`config.mk`:
```
export PLATFORM = sky130hd
export DESIGN_NAME = i2c_master_transfer_sequencer_core
export DESIGN_NICKNAME = d
export VERILOG_FILES = /design/src/i2cms_pkg.sv /design/src/i2cms_action.sv /design/src/i2c_master_transfer_sequencer_core.sv
export SDC_FILE = /design/constraint.sdc
export NUM_CORES = 1
export LEC_CHECK = 0
export BUFFER_PORTS_ARGS = -buffer_cell sky130_fd_sc_hd__buf_2
export CORE_MARGIN = 8
export CORE_UTILIZATION = 53
export DETAILED_ROUTE_END_ITERATION = 7
export PLACE_DENSITY = 0.8
export REMOVE_ABC_BUFFERS = 1
export SETUP_SLACK_MARGIN = 0.05
export SLEW_MARGIN = 20
export SYNTH_ARGS = -nofsm -noshare
export SYNTH_HDL_FRONTEND = slang
export SYNTH_SLANG_ARGS = --single-unit
```
`constraint.sdc`:
```
create_clock -name clock -period 3.4 [get_ports clock]
set_input_delay 0.17 -clock clock [delete_from_list [all_inputs] [get_ports clock]]
set_output_delay 0.17 -clock clock [all_outputs]
set_load 0.01 [all_outputs]
```
`src/i2cms_pkg.sv`:
```
// Shared types, status codes and helpers for the I2C master transfer sequencer.
// No dependencies; used by i2cms_action and i2c_master_transfer_sequencer_core.
package i2cms_pkg;

   typedef enum logic [2:0] {
      PHASE_IDLE     = 3'd0,
      PHASE_ADDRESS  = 3'd1,
      PHASE_TRANSMIT = 3'd2,
      PHASE_RECEIVE  = 3'd3,
      PHASE_ERROR    = 3'd4
   } phase_type;

   localparam logic [1:0] FUNC_START_READ  = 2'd0;
   localparam logic [1:0] FUNC_START_WRITE = 2'd1;
   localparam logic [1:0] FUNC_STATUS      = 2'd2;

   localparam logic [7:0] ST_START        = 8'h08;
   localparam logic [7:0] ST_RESTART      = 8'h10;
   localparam logic [7:0] ST_ADDR_W_ACK   = 8'h18;
   localparam logic [7:0] ST_ADDR_W_NACK  = 8'h20;
   localparam logic [7:0] ST_DATA_TX_ACK  = 8'h28;
   localparam logic [7:0] ST_DATA_TX_NACK = 8'h30;
   localparam logic [7:0] ST_ARB_LOST     = 8'h38;
   localparam logic [7:0] ST_ADDR_R_ACK   = 8'h40;
   localparam logic [7:0] ST_ADDR_R_NACK  = 8'h48;
   localparam logic [7:0] ST_DATA_RX_ACK  = 8'h50;
   localparam logic [7:0] ST_DATA_RX_NACK = 8'h58;

   localparam logic CSR_TARGET_ADDRESS   = 1'b0;
   localparam logic CSR_STOP_AFTER_WRITE = 1'b1;

   typedef struct packed {
      phase_type   phase;
      logic [15:0] tx_remaining;
      logic [15:0] rx_remaining;
   } seq_state_type;

   typedef struct packed {
      logic [7:0] target_address_byte;
      logic       stop_after_write;
   } seq_cfg_type;

   typedef struct packed {
      phase_type  bus_phase;
      logic       data_load;
      logic [7:0] data_value;
      logic       request_start;
      logic       clear_start;
      logic       request_stop;
      logic       set_ack;
      logic       clear_ack;
      logic       receive_valid;
      logic [7:0] receive_data;
      logic       transfer_done;
      logic       clear_interrupt;
   } seq_action_type;

   function automatic logic [15:0] count_down(input logic [15:0] value);
      count_down = (value == 16'd0) ? 16'd0 : value - 16'd1;
   endfunction

endpackage

```
`src/i2cms_action.sv`:
```
// Action decoder: next sequencer state and engine action set for one item.
// Depends on i2cms_pkg.
module i2cms_action (
   input  logic [1:0]               func,
   input  logic [15:0]              byte_count,
   input  logic [7:0]               bus_status,
   input  logic [7:0]               received_byte,
   input  logic [7:0]               next_transmit_byte,
   input  i2cms_pkg::seq_cfg_type    cfg,
   input  i2cms_pkg::seq_state_type  state_cur,
   output i2cms_pkg::seq_state_type  state_nxt,
   output i2cms_pkg::seq_action_type action
);

   logic [15:0] tx_dec;
   logic [15:0] rx_dec;

   assign tx_dec = i2cms_pkg::count_down(state_cur.tx_remaining);
   assign rx_dec = i2cms_pkg::count_down(state_cur.rx_remaining);

   always_comb begin
      state_nxt = state_cur;
      action    = '0;
      case (func) inside
         i2cms_pkg::FUNC_START_READ, i2cms_pkg::FUNC_START_WRITE: begin
            state_nxt.rx_remaining = (func == i2cms_pkg::FUNC_START_READ) ? byte_count : 16'd0;
            state_nxt.tx_remaining = (func == i2cms_pkg::FUNC_START_WRITE) ? byte_count : 16'd0;
            state_nxt.phase        = i2cms_pkg::PHASE_ADDRESS;
            action.request_start   = 1'b1;
         end
         i2cms_pkg::FUNC_STATUS: begin
            action.clear_interrupt = 1'b1;
            case (bus_status) inside
               i2cms_pkg::ST_START, i2cms_pkg::ST_RESTART: begin
                  action.data_load   = 1'b1;
                  action.data_value  = {cfg.target_address_byte[7:1],
                                        cfg.target_address_byte[0]
                                        | (state_cur.tx_remaining == 16'd0)};
                  action.clear_start = 1'b1;
               end
               i2cms_pkg::ST_ADDR_W_ACK: begin
                  state_nxt.tx_remaining = tx_dec;
                  action.data_load       = 1'b1;
                  action.data_value      = next_transmit_byte;
                  state_nxt.phase        = i2cms_pkg::PHASE_TRANSMIT;
               end
               i2cms_pkg::ST_ADDR_R_ACK: begin
                  action.clear_ack = (state_cur.rx_remaining == 16'd1);
                  action.set_ack   = (state_cur.rx_remaining != 16'd1);
                  state_nxt.phase  = i2cms_pkg::PHASE_RECEIVE;
               end
               i2cms_pkg::ST_DATA_TX_ACK, i2cms_pkg::ST_DATA_TX_NACK: begin
                  if (state_cur.tx_remaining != 16'd0) begin
                     action.data_load       = 1'b1;
                     action.data_value      = next_transmit_byte;
                     state_nxt.tx_remaining = tx_dec;
                  end else begin
                     action.request_stop  = cfg.stop_after_write;
                     state_nxt.phase      = i2cms_pkg::PHASE_IDLE;
                     action.transfer_done = 1'b1;
                  end
               end
               i2cms_pkg::ST_DATA_RX_ACK: begin
                  state_nxt.rx_remaining = rx_dec;
                  action.receive_valid   = 1'b1;
                  action.receive_data    = received_byte;
                  action.clear_ack       = (rx_dec == 16'd1);
                  action.set_ack         = (rx_dec != 16'd1);
               end
               i2cms_pkg::ST_DATA_RX_NACK: begin
                  state_nxt.rx_remaining = rx_dec;
                  action.receive_valid   = 1'b1;
                  action.receive_data    = received_byte;
                  action.request_stop    = 1'b1;
                  state_nxt.phase        = i2cms_pkg::PHASE_IDLE;
                  action.transfer_done   = 1'b1;
               end
               i2cms_pkg::ST_ARB_LOST, i2cms_pkg::ST_ADDR_W_NACK,
               i2cms_pkg::ST_ADDR_R_NACK: begin
                  action.request_stop  = 1'b1;
                  state_nxt.phase      = i2cms_pkg::PHASE_ERROR;
                  action.transfer_done = 1'b1;
               end
               default: begin
               end
            endcase
         end
         default: begin
         end
      endcase
      action.bus_phase = state_nxt.phase;
   end

endmodule

```
`src/i2c_master_transfer_sequencer_core.sv`:
```
// Top level of the I2C master transfer sequencer: request register, sequencer
// state, result register and APB-style register port. Depends on i2cms_pkg, i2cms_action.
//
//   channel | prefix | handshake              | payload
//   request | req_   | req_valid / req_ready  | func, byte_count, bus_status, bytes
//   result  | rsp_   | rsp_valid / rsp_ready  | action set and bus_phase
//   config  | csr_   | psel, penable, pwrite  | paddr[2] selects register
//
// One item per cycle sustained while rsp_ready stays high; an item is captured in the
// request register, then moves into the result register, which offers it.
// The sequencer state advances when an item moves from the request register
// into the result register, so a stalled result holds the state too.
// Reset clears both valid flags and the sequencer state and sets the config defaults.
module i2c_master_transfer_sequencer_core (
   input  logic        clock,
   input  logic        reset,
   input  logic        req_valid,
   output logic        req_ready,
   input  logic [1:0]  req_func,
   input  logic [15:0] req_byte_count,
   input  logic [7:0]  req_bus_status,
   input  logic [7:0]  req_received_byte,
   input  logic [7:0]  req_next_transmit_byte,
   output logic        rsp_valid,
   input  logic        rsp_ready,
   output logic [2:0]  rsp_bus_phase,
   output logic        rsp_data_load,
   output logic [7:0]  rsp_data_value,
   output logic        rsp_request_start,
   output logic        rsp_clear_start,
   output logic        rsp_request_stop,
   output logic        rsp_set_ack,
   output logic        rsp_clear_ack,
   output logic        rsp_receive_valid,
   output logic [7:0]  rsp_receive_data,
   output logic        rsp_transfer_done,
   output logic        rsp_clear_interrupt,
   input  logic        csr_psel,
   input  logic        csr_penable,
   input  logic        csr_pwrite,
   input  logic [2:0]  csr_paddr,
   input  logic [31:0] csr_pwdata,
   output logic [31:0] csr_prdata,
   output logic        csr_pready
);

   logic                      req_hold_ff;
   logic [1:0]                req_func_ff;
   logic [15:0]               req_byte_count_ff;
   logic [7:0]                req_bus_status_ff;
   logic [7:0]                req_received_byte_ff;
   logic [7:0]                req_next_transmit_byte_ff;
   logic                      rsp_valid_ff;
   i2cms_pkg::seq_action_type rsp_ff;
   i2cms_pkg::seq_action_type rsp_in;
   i2cms_pkg::seq_state_type  state_ff;
   i2cms_pkg::seq_state_type  state_in;
   i2cms_pkg::seq_cfg_type    cfg_ff;
   logic                      advance;
   logic                      req_xfer;
   logic                      csr_write;

   assign advance   = req_hold_ff && (!rsp_valid_ff || rsp_ready);
   assign req_ready = !req_hold_ff || advance;
   assign req_xfer  = req_valid && req_ready;
   assign csr_write = csr_psel && csr_penable && csr_pwrite && csr_pready;

   i2cms_action u_action (
      .func               (req_func_ff),
      .byte_count         (req_byte_count_ff),
      .bus_status         (req_bus_status_ff),
      .received_byte      (req_received_byte_ff),
      .next_transmit_byte (req_next_transmit_byte_ff),
      .cfg                (cfg_ff),
      .state_cur          (state_ff),
      .state_nxt          (state_in),
      .action             (rsp_in)
   );

   always_ff @(posedge clock) begin
      if (reset) begin
         req_hold_ff  <= 1'b0;
         rsp_valid_ff <= 1'b0;
         state_ff     <= '{phase: i2cms_pkg::PHASE_IDLE, tx_remaining: 16'd0,
                           rx_remaining: 16'd0};
      end else begin
         if (req_ready) begin
            req_hold_ff <= req_valid;
         end
         if (advance) begin
            rsp_valid_ff <= 1'b1;
            state_ff     <= state_in;
         end else if (rsp_ready) begin
            rsp_valid_ff <= 1'b0;
         end
      end
   end

   always_ff @(posedge clock) begin
      if (req_xfer) begin
         req_func_ff               <= req_func;
         req_byte_count_ff         <= req_byte_count;
         req_bus_status_ff         <= req_bus_status;
         req_received_byte_ff      <= req_received_byte;
         req_next_transmit_byte_ff <= req_next_transmit_byte;
      end
      if (advance) begin
         rsp_ff <= rsp_in;
      end
   end

   always_ff @(posedge clock) begin
      if (reset) begin
         cfg_ff <= '{target_address_byte: 8'd0, stop_after_write: 1'b1};
      end else if (csr_write) begin
         unique case (csr_paddr[2])
            i2cms_pkg::CSR_TARGET_ADDRESS: begin
               cfg_ff.target_address_byte <= csr_pwdata[7:0];
            end
            i2cms_pkg::CSR_STOP_AFTER_WRITE: begin
               cfg_ff.stop_after_write <= csr_pwdata[0];
            end
            default: begin
            end
         endcase
      end
   end

   always_comb begin
      unique case (csr_paddr[2])
         i2cms_pkg::CSR_TARGET_ADDRESS:   csr_prdata = {24'd0, cfg_ff.target_address_byte};
         i2cms_pkg::CSR_STOP_AFTER_WRITE: csr_prdata = {31'd0, cfg_ff.stop_after_write};
         default:                         csr_prdata = 32'd0;
      endcase
   end

   assign csr_pready = 1'b1;

   assign rsp_valid           = rsp_valid_ff;
   assign rsp_bus_phase       = rsp_ff.bus_phase;
   assign rsp_data_load       = rsp_ff.data_load;
   assign rsp_data_value      = rsp_ff.data_value;
   assign rsp_request_start   = rsp_ff.request_start;
   assign rsp_clear_start     = rsp_ff.clear_start;
   assign rsp_request_stop    = rsp_ff.request_stop;
   assign rsp_set_ack         = rsp_ff.set_ack;
   assign rsp_clear_ack       = rsp_ff.clear_ack;
   assign rsp_receive_valid   = rsp_ff.receive_valid;
   assign rsp_receive_data    = rsp_ff.receive_data;
   assign rsp_transfer_done   = rsp_ff.transfer_done;
   assign rsp_clear_interrupt = rsp_ff.clear_interrupt;

endmodule
```
==> metrics, run 1 <==
# Post-CTS Setup Buffers=0; total power=3.86 mW; met3 Resource Use GR=6.67%; clk slew on worst S/H paths=0.06 ns; max_cap viols=0; via count=4,917; largest net degree at the start of global routing=52; Post-synth EDFFs=70; WHS Path Cells=3; Slew HR=30.8%; Netlist cell types=62; Hold Crit Class=input pin to flop; met1 usage=23.6%; Post-Route WL=15.6 mm; cells after synthesis=564; Critical Path Sink Type=flop; Crit Reg-Reg Endpoint=rsp_set_ack; Initial Util=53.4%; initial antenna violation count=1; layout net count=792; layout cells sized above 1=21.9%; row count=38; TritonCTS Buffers=17; Hold Path End=cfg_ff[0]; clk sinks=116; crit start category=flop; initial drt markers=466; RSZ-0062 raised after global routing=no; first-pass GRT wire length=24.7 mm; worst r2r src=state_ff[4]; Synth-to-Final Area Change=27.5%; R2R depth=6; asr flop ratio synth=0%; Die X=120 um; I/O pin cnt=147; Crit path required time=3.65 ns; CTS tree=built; sequential area share after synthesis=52.9%; Avg Vias per Cell=5.72; Post-DP HPWL=9.98 mm; setup slack, reg-to-reg=0.63 ns; WP data arrival=3.02 ns; DIE AREA=14,400 um2; leakage=2.78 nW; Final Cycle Share=81.6%; leading cell type in the layout, fill and taps excluded=buf_2; Worst-Margin Slew=1.04 ns; DRC viols=0; Final ANT Viol Nets=0; Final Setup Violations=0; Post-Syn Area=5710 um2; Tot GR Track Use=21.8%; busiest layer in global routing=met2; Final TNS setup=0 ns; Yosys reg bits=116; critical path class=flop to flop; Setup Skew=0.00832 ns; GRT met2 Usage=38.2%; clock buffer depth=2; root buffer cell=clkbuf_8; maximum clock frequency=360 MHz; HP Start=csr_psel; most frequent cells in the layout=buf_2, edfxtp_1, nor2_1; Main synth FF type=edfxtp_1; fin crit period=2.77 ns; final hold viol count=0; Port Buffers=95; worst skew pair latency=0.52 ns; crit-path max FO=7; syn avg cell area=10.1 um2; Pre-Repair DR Iteration Count=5; vias in the first global route=4,833; status=finished clean; GRT overflow=0; DR WL/cell=18.1 um; Max IR drop VDD=441 uV; RD Place Congestion=0.898; Pwr per Cell Area=530 nW/um2; Die Height=120 um; Core Area=10,700 um2; max-slew violations=0; H-tree depth=4; Synth warnings=0
[flip-flops by register name (all words and copies together), names as in the netlist, 2 cells and up]
register and cells:
cfg_ff 9, req_bus_status_ff 8, req_byte_count_ff 16, req_func_ff 2, req_next_transmit_byte_ff 8, req_received_byte_ff 8
rsp_bus_phase 3, rsp_data_value 8, rsp_receive_data 8, state_ff 35
[cell usage after synthesis (7+ instances only)]
| library cell | instances | area, um2 |
|---|---|---|
| edfxtp_1 | 70 | 2100 |
| nor2_1 | 62 | 233 |
| dfxtp_1 | 46 | 921 |
| nand2_1 | 43 | 161 |
| a21oi_1 | 39 | 195 |
| o21ai_0 | 28 | 140 |
| buf_4 | 25 | 188 |
| clkbuf_1 | 23 | 86.3 |
| inv_1 | 16 | 60.1 |
| nor3_1 | 13 | 65.1 |
| and2_1 | 12 | 75.1 |
| nor2b_1 | 12 | 75.1 |
| nor4_1 | 12 | 75.1 |
| a211oi_1 | 11 | 82.6 |
| a22oi_1 | 9 | 67.6 |
| nand3b_1 | 9 | 67.6 |
| a22o_1 | 7 | 61.3 |
| buf_6 | 7 | 78.8 |
| or4_1 | 7 | 52.6 |
[critical path, cell delays in order (launching register included)]
cell and delay, ns:
dfxtp_1 0.37, or4_1 0.67, or3_1 0.56, a2111oi_4 0.25
o21ai_2 0.11, a2111oi_2 0.42, a21oi_1 0.14
[worst max-delay path by stage]
| stage | from | to | slack (ns) |
|---|---|---|---|
| finish | state_ff[4] | rsp_set_ack | 0.63 |
| global route | state_ff[0] | rsp_set_ack | 0.38 |
| CTS | state_ff[4] | rsp_set_ack | 0.66 |
| detailed placement | state_ff[4] | state_ff[15] | 0.67 |
| global placement | state_ff[4] | state_ff[15] | 0.71 |
| floorplan | state_ff[16] | state_ff[18] | 0.55 |
[stage by stage]
| stage | util (%) | setup WS, ns | std cells | hold WS, ns | area (um2) |
|---|---|---|---|---|---|
| global route | 68.1 | 0.376 | 860 | 0.0291 | 7280 |
| global placement | 57.6 | 0.705 | 774 | 0.346 | 6160 |
| CTS | 68.0 | 0.660 | 858 | 0.000820 | 7280 |
| floorplan | - | 0.554 | 529 | 0.239 | 5430 |
| finish | 68.1 | 0.625 | 860 | 0.0293 | 7280 |
| detailed placement | 57.6 | 0.670 | 774 | 0.348 | 6160 |
[layer usage]
layer | vias up | routed length [um]
met4 | 0 | 508
li1 | 2327 | -
met5 | - | 0
met3 | 48 | 1230
met2 | 238 | 7810
met1 | 2304 | 6040
[power breakdown]
group | total [mW] | switching, mW | leakage [nW] | internal, mW
Clock | 1.76 | 0.631 | 0.286 | 1.13
Sequential | 1.61 | 0.0483 | 1.04 | 1.56
Combinational | 0.489 | 0.289 | 1.46 | 0.200
[repair_timing]
item,4_1_cts,5_1_grt
gates resized for setup,0,0
hold endpoints to repair,53,0
hold buffers,52,0
[cells by family (layout without fill, tap and decap cells)]
kind of cell	after synthesis	in the layout	synth area share, %
DFF	116	116	52.9
other	2	27	0.131
muxes	4	4	0.766
adders and majority gates	3	3	0.657
AOI/OAI and AO/OA	146	146	17.9
buffers and inverters	75	206	7.55
and+or+nand+nor	210	210	18.8
xor gates and xnor gates	8	8	1.23
[cell type report]
| cell class | instances | area [um2] |
|---|---|---|
| Antenna cell | 2 | 5.00 |
| Clock buffer | 22 | 475 |
| Clock inverter | 10 | 120 |
| Fill cell | 814 | 3410 |
| Inverter | 17 | 63.8 |
| Multi-Input combinational cell | 396 | 2350 |
| Sequential cell | 116 | 3020 |
| Tap cell | 140 | 175 |
| Timing Repair Buffer | 157 | 1070 |
Note: power is estimated with default switching activity, not from simulation.
==> run 2: changes to the inputs <==
==> constraint.sdc (replaced) <==
create_clock -name clock -period 2.64 [get_ports clock]
set_input_delay 0.132 -clock clock [delete_from_list [all_inputs] [get_ports clock]]
set_output_delay 0.132 -clock clock [all_outputs]
set_load 0.01 [all_outputs]
==> run 2 against run 1 <==
Sequential power up 28%. Wire length up 4.7%. Die area unchanged. Cell count up 2.9%. Utilization up 2.4 points. First-iteration DRC count up 9.0%. Critical path depth unchanged. Register-to-register slack worse by 0.45 ns. Via count up 3.6%. Maximum frequency up 13%. Non-clock buffer count up 28. Sequential cell count unchanged. Largest power group unchanged. Highest routed layer unchanged.
==> metrics, run 2 (synthesized netlist as in run 1, its figures left out) <==
Die X=120 um; worst r2r src=req_bus_status_ff[1]; HP Start=csr_penable; biggest regs=state_ff x35, req_byte_count_ff x16, cfg_ff x9; initial antenna violation count=0; Worst path top cell family by delay=simple AND/OR/NAND/NOR gates; diode count=0; R2R depth=6; leakage=2.93 nW; worst skew pair latency=0.53 ns; Final TNS setup=0 ns; leading cell type in the layout, fill and taps excluded=buf_2; Avg Vias per Cell=5.75; max_cap viols=0; DR WL/cell=18.4 um; critical path buffer and inverter count=1; Critical Path Start=req_bus_status_ff[1]; via count=5,092; fin crit period=2.46 ns; Levels on crit path=6; Port Buffers=95; Max IR drop VDD=647 uV; Tot GR Track Use=22.9%; Pwr per Cell Area=671 nW/um2; WP data arrival=2.83 ns; final hold viol count=0; first-pass GRT wire length=26.0 mm; TritonCTS Buffers=17; Post-DP HPWL=10.7 mm; maximum clock frequency=406 MHz; clk slew on worst S/H paths=0.06 ns; max-slew violations=0; clock buffer depth=2; Die Height=120 um; slowest cell delay on critical path=0.62 ns; RSZ-0062 raised after global routing=no; Sequential cell area=3020 um2; max FFs per register=35; I/O pin cnt=147; RD Place Congestion=0.932; largest net degree at the start of global routing=47; vias in the first global route=5,035; CTS tree=built; fillers=733; crit-path max FO=32; Critical Path Sink Type=flop; most frequent cells in the layout=buf_2, edfxtp_1, nor2_1; footprint of the multi-input gates=2390 um2; H-tree depth=4; root buffer cell=clkbuf_8; Setup Skew=0.00608 ns; Biggest register=state_ff; Core Area=10,700 um2; WHS Path Cells=4; DIE AREA=14,400 um2; layout net count=820; Synth-to-Final Area Change=32.0%; Final Setup Violations=0; GRT overflow=0; initial drt markers=508; Post-Route WL=16.3 mm; Initial Util=53.4%; Slew HR=35.6%; Crit path required time=3.00 ns; Pre-Repair DR Iteration Count=5; Worst-Margin Slew=0.966 ns; row count=38; DRC viols=0; Hold Worst Slack=0.0480 ns; clk sinks=116; crit-path cells=or4_4 > nor4_1 > o311ai_2 > buf_12 > o21ai_0 > o31ai_1; crit start category=flop; status=finished clean; Hold Crit Class=input pin to flop; layout cells sized above 1=25.6%; Crit-path slowest cell=or4_4; Final Cycle Share=93.3%; Final ANT Viol Nets=0; critical path class=flop to flop
## run 2: power breakdown
part	total (mW)	internal, mW	switching [mW]
Combinational	0.702	0.301	0.401
Sequential	2.06	2.01	0.0574
Clock	2.30	1.46	0.836
## run 2: area by class of cell
class                   instances  share of cell area (%)
inverters                      17                   0.846
clock buffers                  19                    5.72
flip-flops and latches        116                    40.1
multi-input cells             396                    31.7
repair buffers                185                    17.3
well taps                     140                    2.32
clock inverters                12                    2.06
## run 2: routing by layer
layer / vias to the layer above / wire (um) / global-route usage (%)
li1: 2377 / - / -
met1: 2392 / 6280 / 25.0
met2: 277 / 8230 / 40.1
met3: 46 / 1330 / 6.81
met4: 0 / 479 / 10.6
met5: - / 0 / 0
## run 2: worst paths after layout
check | slack (ns) | to
min reg2reg | 0.48 | cfg_ff[3]
min | 0.05 | cfg_ff[0]
max | 0.18 | state_ff[23]
max reg2reg | 0.18 | state_ff[23]
## run 2: per-stage QoR
step           worst slack (ns)  cells  power (mW)  area, um2  util [%]
6_report                  0.176    885        5.06       7540      70.5
5_1_grt                  0.0767    885        5.22       7540      70.5
4_1_cts                   0.110    884        5.04       7490      70.0
3_5_place_dp              0.136    798        2.69       6350      59.4
3_3_place_gp              0.153    798        2.68       6350      59.4
2_1_floorplan            -0.206    529        2.44       5430         -
## run 2: worst min-delay path: stages
cell and delay [ns]:
buf_2 0.09, nand4_1 0.11, nor2_1 0.11, a211o_1 0.10
## run 2: what timing repair did
action	4_1_cts	5_1_grt
hold buffers	55	0
setup buffers	0	1
hold endpoints to repair	53	0
setup endpoints to repair	0	34
resized for setup	0	10
==> run 3: changes to the inputs <==
--- a/config.mk
+++ b/config.mk
@@ -9,7 +9,7 @@
 export CORE_MARGIN = 8
 export CORE_UTILIZATION = 53
 export DETAILED_ROUTE_END_ITERATION = 7
-export PLACE_DENSITY = 0.8
+export PLACE_DENSITY_LB_ADDON = 0.3
 export REMOVE_ABC_BUFFERS = 1
 export SETUP_SLACK_MARGIN = 0.05
 export SLEW_MARGIN = 20
==> run 3 against run 2 <==
Utilization increased by 0.62 points. Critical path depth did not move. Cell area grew 0.88%. Critical endpoint is now state_ff[15]. Maximum frequency grew 0.29%. Total power rose by 2.2%. Worst setup slack better by 0.0071 ns. Clock-buffer cell count shrank 2. Sequential power about the same. Die area unchanged. Clock skew up 0.0028 ns. Cell count is 0.90% higher.
==> metrics, run 3 (synthesized netlist as in run 1, its figures left out) <==
layout net count=826; row count=38; via count=5,133; max_cap viols=0; Final TNS setup=0 ns; Initial Util=53.4%; clk sinks=116; DRC viols=0; maximum clock frequency=407 MHz; max-slew violations=0; RD Place Congestion=0.942; Sequential cell area=3020 um2; Biggest register=state_ff; Worst-Margin Slew=0.689 ns; leakage=2.96 nW; root buffer cell=clkbuf_8; clk slew on worst S/H paths=0.06 ns; Crit-path slowest cell=or4_1; Die X=120 um; TritonCTS Buffers=17; Post-DP HPWL=10.8 mm; Core Area=10,700 um2; total power=5.17 mW; WP data arrival=2.83 ns; initial drt markers=362; crit-path max FO=7; footprint of the multi-input gates=2380 um2; Port Buffers=95; crit-path cells=or4_1 > or3_4 > nor4_1 > mux2_2 > a221oi_2 > nor3_2; most frequent cells in the layout=buf_2, edfxtp_1, nor2_1; GRT overflow=0; Slew HR=54.1%; initial antenna violation count=1; Hold Worst Slack=0.0874 ns; max FFs per register=35; Critical Path Sink Type=flop; fillers=751; Final Setup Violations=0; vias in the first global route=5,295; layout cells sized above 1=25.9%; RSZ-0062 raised after global routing=no; largest net degree at the start of global routing=43; final hold viol count=0; Avg Vias per Cell=5.75; crit start category=flop; # Post-CTS Setup Buffers=0; fin crit period=2.46 ns; status=finished clean; DIE AREA=14,400 um2; Max IR drop VDD=372 uV; H-tree depth=4; Tot GR Track Use=22.6%; Post-Route WL=16.2 mm; I/O pin cnt=147; leading cell type in the layout, fill and taps excluded=buf_2; Crit path required time=3.01 ns; CTS tree=built; slowest cell delay on critical path=0.58 ns; worst skew pair latency=0.52 ns; Die Height=120 um; DR WL/cell=18.2 um; Final ANT Viol Nets=0; Final Cycle Share=93.1%; critical path class=flop to flop; Synth-to-Final Area Change=33.2%; Setup Skew=0.00890 ns; Pwr per Cell Area=680 nW/um2; first-pass GRT wire length=26.0 mm; Hold Crit Class=input pin to flop; clock buffer depth=2; Pre-Repair DR Iteration Count=6; biggest regs=state_ff x35, req_byte_count_ff x16, cfg_ff x9; Finished Core Util=71.1%
==> run 3: path summary, 6_finish.rpt <==
kind | from | to | slack [ns] | depth (start not counted)
worst max-delay path | state_ff[4] | state_ff[15] | 0.18 | 6
worst min-delay path | csr_psel | cfg_ff[0] | 0.09 | 4
worst max register to register | state_ff[4] | state_ff[15] | 0.18 | 6
worst min register to register | state_ff[32] | state_ff[32] | 0.48 | 2
==> run 3: power breakdown <==
| group | internal [mW] | switching, mW |
|---|---|---|
| combinational | 0.310 | 0.395 |
| sequential | 2.01 | 0.0568 |
| clock | 1.54 | 0.866 |
| total | 3.86 | 1.32 |
==> run 3: final cells by class <==
class	instances	share of cell area [%]
diodes	1	0.0329
clock buffers	17	5.44
clock inverters	15	2.71
inverters	17	0.839
multi-input cells	396	31.2
flip-flops and latches	116	39.7
well taps	140	2.30
repair buffers	191	17.7
==> run 3: what timing repair did <==
| action | 4_1_cts | 5_1_grt |
|---|---|---|
| endpoints found under the setup margin | 7 | 20 |
| resized for setup | 1 | 6 |
| hold buffers | 55 | 0 |
| endpoints found under the hold margin | 53 | 0 |
==> run 3: stage by stage <==
step,cell area (um2),setup WS [ns],std cells
2_1_floorplan,5430,-0.206,529
6_report,7610,0.183,893
4_1_cts,7580,0.0711,892
5_1_grt,7610,0.0619,893
3_5_place_dp,6400,0.0224,805
3_3_place_gp,6400,0.175,805
==> run 3: critical path, delay by kind of cell (launching register included) <==
kind | cells | cell delay [ns]
AO/OA/AOI/OAI | 1 | 0.23
multiplexers | 1 | 0.38
flip-flops | 1 | 0.30
AND/OR/NAND/NOR | 4 | 1.41
==> run 3: routing by layer <==
layer	global-route usage [%]	vias to the layer above	routed length, um
li1	-	2384	-
met1	24.7	2476	6300
met2	39.9	235	8340
met3	5.64	38	1120
met4	11.7	0	465
met5	0	-	0
